File: src/rtl/core/sactl_pkg.sv
// Shared types and constants for the set-associative tag cache.
package sactl_pkg;

  localparam int ADDR_BITS = 32;
  localparam int LEN_BITS  = 8;
  localparam int TICK_BITS = 48;

  localparam logic [1:0] SRC_REQ  = 2'd0;
  localparam logic [1:0] SRC_FILL = 2'd1;
  localparam logic [1:0] SRC_PEND = 2'd2;

  typedef struct packed {
    logic       load;
    logic       lk_start;
    logic       lk_cmp;
    logic [1:0] src;
    logic       req_act;
    logic       fill_act;
    logic       scan_start;
    logic       pend_next;
    logic       pend_take;
    logic       out_load;
  } cmd_t;

  typedef struct packed {
    logic req_valid;
    logic req_bad;
    logic fill_valid;
    logic hit;
    logic way_last;
    logic pend_more;
    logic out_free;
  } sts_t;

endpackage

File: src/rtl/core/sactl_ctrl.sv
// Sequencing state machine for one cache tick.
module sactl_ctrl (
  input  logic              clk,
  input  logic              rst,
  input  logic              in_valid,
  output logic              in_ready,
  input  sactl_pkg::sts_t   sts,
  output sactl_pkg::cmd_t   cmd
);

  localparam logic [2:0] S_IDLE  = 3'd0;
  localparam logic [2:0] S_CHECK = 3'd1;
  localparam logic [2:0] S_LKRD  = 3'd2;
  localparam logic [2:0] S_LKCMP = 3'd3;
  localparam logic [2:0] S_ACT   = 3'd4;
  localparam logic [2:0] S_FCHK  = 3'd5;
  localparam logic [2:0] S_PCHK  = 3'd6;
  localparam logic [2:0] S_DONE  = 3'd7;

  logic [2:0] state, state_next;
  logic [1:0] phase, phase_next;

  always_ff @(posedge clk) begin
    if (rst) begin
      state <= S_IDLE;
      phase <= sactl_pkg::SRC_REQ;
    end else begin
      state <= state_next;
      phase <= phase_next;
    end
  end

  assign in_ready = (state == S_IDLE);

  always_comb begin
    state_next = state;
    phase_next = phase;
    cmd        = '0;
    cmd.src    = phase;
    case (state)
      S_IDLE: begin
        if (in_valid) begin
          cmd.load   = 1'b1;
          state_next = S_CHECK;
        end
      end
      S_CHECK: begin
        if (!sts.req_valid) begin
          state_next = S_FCHK;
        end else if (sts.req_bad) begin
          cmd.req_act = 1'b1;
          state_next  = S_FCHK;
        end else begin
          cmd.lk_start = 1'b1;
          cmd.src      = sactl_pkg::SRC_REQ;
          phase_next   = sactl_pkg::SRC_REQ;
          state_next   = S_LKRD;
        end
      end
      S_LKRD: state_next = S_LKCMP;
      S_LKCMP: begin
        cmd.lk_cmp = 1'b1;
        state_next = sts.way_last ? S_ACT : S_LKRD;
      end
      S_ACT: begin
        case (phase)
          sactl_pkg::SRC_REQ: begin
            cmd.req_act = 1'b1;
            state_next  = S_FCHK;
          end
          sactl_pkg::SRC_FILL: begin
            cmd.fill_act   = 1'b1;
            cmd.scan_start = 1'b1;
            state_next     = S_PCHK;
          end
          default: begin
            if (sts.hit) begin
              cmd.pend_take = 1'b1;
              state_next    = S_DONE;
            end else begin
              cmd.pend_next = 1'b1;
              state_next    = S_PCHK;
            end
          end
        endcase
      end
      S_FCHK: begin
        if (sts.fill_valid) begin
          cmd.lk_start = 1'b1;
          cmd.src      = sactl_pkg::SRC_FILL;
          phase_next   = sactl_pkg::SRC_FILL;
          state_next   = S_LKRD;
        end else begin
          cmd.scan_start = 1'b1;
          state_next     = S_PCHK;
        end
      end
      S_PCHK: begin
        if (sts.pend_more) begin
          cmd.lk_start = 1'b1;
          cmd.src      = sactl_pkg::SRC_PEND;
          phase_next   = sactl_pkg::SRC_PEND;
          state_next   = S_LKRD;
        end else begin
          state_next = S_DONE;
        end
      end
      S_DONE: begin
        if (sts.out_free) begin
          cmd.out_load = 1'b1;
          state_next   = S_IDLE;
        end
      end
      default: state_next = S_IDLE;
    endcase
  end

endmodule

File: config.mk
export PLATFORM = sky130hd
export DESIGN_NAME = sactl_ctrl
export DESIGN_NICKNAME = d
export VERILOG_FILES = /design/src/rtl/core/sactl_pkg.sv /design/src/rtl/core/sactl_ctrl.sv
export SDC_FILE = /design/constraint.sdc
export NUM_CORES = 1
export LEC_CHECK = 0
export BUFFER_PORTS_ARGS = -buffer_cell sky130_fd_sc_hd__buf_2
export CAP_MARGIN = 15
export CORE_AREA = 2 2 39 41
export CTS_CLUSTER_DIAMETER = 120
export DETAILED_ROUTE_END_ITERATION = 10
export DIE_AREA = 0 0 41 43
export PLACE_DENSITY = 0.72
export SETUP_SLACK_MARGIN = 0.5
export SLEW_MARGIN = 40
export SYNTH_ARGS = -nofsm -noshare
export SYNTH_HDL_FRONTEND = slang
export SYNTH_SLANG_ARGS = --single-unit
export TNS_END_PERCENT = 20
File: constraint.sdc
create_clock -name clk -period 3.6 [get_ports clk]
set_input_delay 0.9 -clock clk [delete_from_list [all_inputs] [get_ports clk]]
set_output_delay 0.9 -clock clk [all_outputs]
set_load 0.1 [all_outputs]
## Word-level counts from Yosys, hierarchy flattened

Cells that the tools add are included.

- Flip-flop bits (word level): 5
- Latch bits: 0
- Bits in writable memories: 0
- Memory bits (read-only): 0
- Output and inout bits: 12
- Word-level logic and storage cells: 57
- Memories: 0

- Add/sub/neg operators: 0
- Multiply operators: 0
- Div/mod/pow operators: 0
- $lt $le $gt $ge: 0
- Eq/ne operators: 11
- Shift operators: 0
- Multiplexer cells: 38
- Bitwise operators: 0
- Reduce and logical (&&, ||, !) cells: 6

Operator list:

| kind | count |
|---|---|
| $mux 3 | 8 |
| $pmux 3 s8 | 1 |
| $mux 1 | 16 |
| $mux 2 | 7 |
| $eq 3x3->1 const B | 4 |
| $pmux 2 s3 | 2 |
| $eq 3x2->1 const B | 2 |
| $ne 2x2->1 const B | 3 |
| $pmux 3 s2 | 1 |
| $pmux 1 s2 | 2 |
| $reduce_and 2->1 | 2 |
| $eq 3x1->1 const B | 1 |
| $logic_not 3->1 | 1 |
| $pmux 1 s3 | 1 |
| $reduce_bool 3->1 | 1 |
| $eq 2x1->1 const B | 1 |
| $logic_not 2->1 | 1 |
| $reduce_or 2->1 | 1 |

## Logic depth before layout (Yosys ltp)

- Depth in word-level cells: 4
- Depth in mapped cells: 5

## Worst setup path before layout

No wires, ideal clock.

- Path kind: input to output
- Start: input port sts[3] (netlist bit)
- End: output port cmd[2] (netlist bit)
- Data arrival time: 4.051 ns
- Required time: 2.700 ns
- Setup slack: -1.351 ns
- Stages on the path: 1
- Cell sequence: nor4b_1

- Cells in the longest elaborated chain, start to end: 3

RTL lines:

| element | line | source |
|---|---|---|
| start: declaration | sactl_ctrl.sv:7 | `input sactl_pkg::sts_t sts,` |
| $mux 1 | sactl_ctrl.sv:77 | `if (sts.hit) begin` |
| $mux 2 | sactl_ctrl.sv:66 | `case (phase)` |
| $mux 2 | sactl_ctrl.sv:40 | `case (state)` |
| end: declaration | sactl_ctrl.sv:8 | `output sactl_pkg::cmd_t cmd` |

No other way between the ends.

==> impl_metrics.json <==
{
  "powerDensity_nw_per_um2": 505,
  "setup_violations": 0,
  "syn_inst": 60,
  "worstPathMaxFanout": 3,
  "clk_latency_ns": 0.24,
  "critPathLaunchType": "primary input",
  "first_iter_violations": 5,
  "post-dp-hpwl_um": 899,
  "antenna_found_initial": 0,
  "hold_violations": 0,
  "syn-cell-area_um2": 444,
  "clock_path_buffers": 2,
  "crit_path_top_delay_cell": "buf_2",
  "path_clk_slew_ns": 0.04,
  "tightest_slew_ns": 0.502,
  "nFillCells": 161,
  "worstSetupEndpointType": "output port",
  "critical_path_class": "primary input to output port",
  "required_ns": 2.70,
  "synth_top_cell_area_share": 0.225,
  "period_share": 0.814,
  "numCtsBuffers": 3,
  "cts_tree": "yes",
  "yosysUniqueCellTypes": 33,
  "row_count": 14,
  "synthTopCellsByArea": "dfxtp_1 (23%), nand2_1 (7.6%), nor2b_1 (5.6%)",
  "cts_max_level": 1,
  "rsz0062_at_grt": "no",
  "power.leakage_uw": 0.000266,
  "routedWlPerCell_um": 11.2,
  "ir_drop_mv": 0.194,
  "grt_pass1_wl_um": 1720,
  "fmax_ghz": 0.341,
  "syn-num-nets": 70,
  "seq_area_frac_synth": 0.225,
  "worstPathArrival_ns": 2.03,
  "overflow": 0,
  "die-width_um": 41,
  "ys.warnings.count": 0,
  "async_reset_ff_frac": 0,
  "start_util": 0.321,
  "synth_top_area_cell": "dfxtp_1",
  "layout-area-overhead-vs-synth_pct": 34.6,
  "cts_sinks": 5,
  "skew_ns": 0.00236,
  "fin_setup_tns_ns": 0,
  "ys_ff_latch": 5,
  "diodes": 0,
  "die_h_um": 43,
  "track_usage": 0.143,
  "core_um2": 1380,
  "cts_resized": 0,
  "ios": 22,
  "cap_violations": 0,
  "drive_gt1_frac": 0.378,
  "dp.cells": 94,
  "drtAntennaViolNets": 0,
  "crit_chain": "buf_2, or3b_1, a21o_1, nand2_1, buf_2",
  "clockRootBuffer": "clkbuf_4",
  "maxSlewHeadroom": 0.665,
  "vias": 519,
  "finalCriticalPeriod_ns": 2.93,
  "avgSynthCellArea_um2": 7.40,
  "slowest_delay_ns": 0.42,
  "grt_pass1_vias": 450,
  "synth_edf_count": 0,
  "cp_common_cell": "buf_2",
  "routed_wl_um": 1100,
  "dr.pass1.iters": 4,
  "place_congestion": 0.733,
  "cts_hold_buf": 0,
  "finalMaxSlewViolations": 0,
  "port_buffers": 21,
  "hold_slack_ns": 0.672,
  "hold_path.class": "register to register",
  "drc": 0,
  "final_net_count": 93,
  "drt-vias-per-instance": 5.30,
  "die_area_um2": 1760,
  "final_cells": 98,
  "outcome": "finished, final reports clean",
  "grt_start_max_net_pins": 17,
  "post-cts-setup-buffers": 0,
  "synthFlopType": "dfxtp_1"
}
-- stage by stage --
step           total power, µW  area (µm²)   util  worst slack (ns)
2_1_floorplan              218         468      -             0.118
3_3_place_gp               239         572  0.413             0.686
3_5_place_dp               240         572  0.413             0.674
4_1_cts                    306         598  0.432             0.667
5_1_grt                    320         598  0.432             0.630
6_report                   302         598  0.432             0.670
-- cell families (layout without fill, tap and decap cells) --
logic type | after synthesis | count (layout) | share of synthesized area
and+or+nand+nor | 33 | 33 | 0.428
AOI/OAI and AO/OA | 16 | 16 | 0.259
buffers and inverters | 5 | 27 | 0.0648
muxes | 1 | 1 | 0.0225
DFF | 5 | 5 | 0.225
-- layout make-up --
cell class | instances | area, µm² | share of cell area
Sequential cell | 5 | 100 | 0.167
Tap cell | 16 | 20.0 | 0.0335
Timing Repair Buffer | 21 | 105 | 0.176
Clock buffer | 4 | 26.3 | 0.0439
Inverter | 2 | 7.51 | 0.0126
Multi-Input combinational cell | 50 | 339 | 0.567
-- placed cells by master, fill, tap and decap left out --
master / n
nor2b_1: 4
a31o_1: 1
o221a_1: 1
or3b_1: 1
o21bai_1: 1
a21o_1: 1
and2_1: 1
dfxtp_1: 5
a21oi_1: 2
a311o_1: 1
nor4b_2: 1
or2_4: 1
buf_2: 21
a32oi_1: 1
mux2i_1: 1
nand3_1: 2
nor3_4: 1
clkbuf_1: 1
clkbuf_4: 3
nor3_1: 2
and2b_2: 1
nand2b_1: 1
nor4b_1: 1
nor2b_4: 1
o21ai_0: 1
inv_1: 2
nor2_2: 1
o21ai_1: 1
o21a_1: 1
a21boi_2: 1
a21boi_0: 1
and2b_1: 1
and4b_1: 1
o22ai_1: 1
a31oi_1: 2
nor2_1: 4
nand2_1: 9
-- layer usage --
layer,up-vias,part of all wire,track usage
li1,261,-,-
met1,250,0.42,0.165
met2,8,0.54,0.238
met3,0,0.042,0.0314
met4,0,0,0.0600
met5,-,0,0
-- sequential cells by signal, summed over array words and instances, names as in the netlist --
signal	count
state	3
phase	2
-- worst max-delay path: cells and delay by family --
family | cells | cell delay, ns
buffers and inverters | 2 | 0.53
AND/OR/NAND/NOR | 2 | 0.40
AO/OA/AOI/OAI | 1 | 0.20
-- path summary, 6_finish.rpt --
path	from	to	slack [ns]	depth (start not counted)
setup / recovery	sts[5]	cmd[9]	0.67	5
setup reg to reg	state[2]$_SDFFE_PP0P_	phase[0]$_SDFFE_PP0P_	2.03	4
hold reg to reg	state[1]$_SDFFE_PP0P_	state[1]$_SDFFE_PP0P_	0.67	2
hold / removal	state[1]$_SDFFE_PP0P_	state[1]$_SDFFE_PP0P_	0.67	2
-- cell usage after synthesis, types with 2 or more instances --
cell and n:
a31oi_1 2, nand3_1 2, nor3_1 3, buf_2 2, inv_1 2, a21oi_1 2, nor4b_1 2, nor2_1 5
nor2b_1 4, dfxtp_1 5, nand2_1 9
-- where the power goes --
group	internal [µW]	switching [µW]	leakage, µW
logic	40.1	119	0.000210
clock network	41.8	21.2	0.0000150
registers	61.8	18.5	0.0000409
No activity file was read; power rests on OpenSTA's default activity.
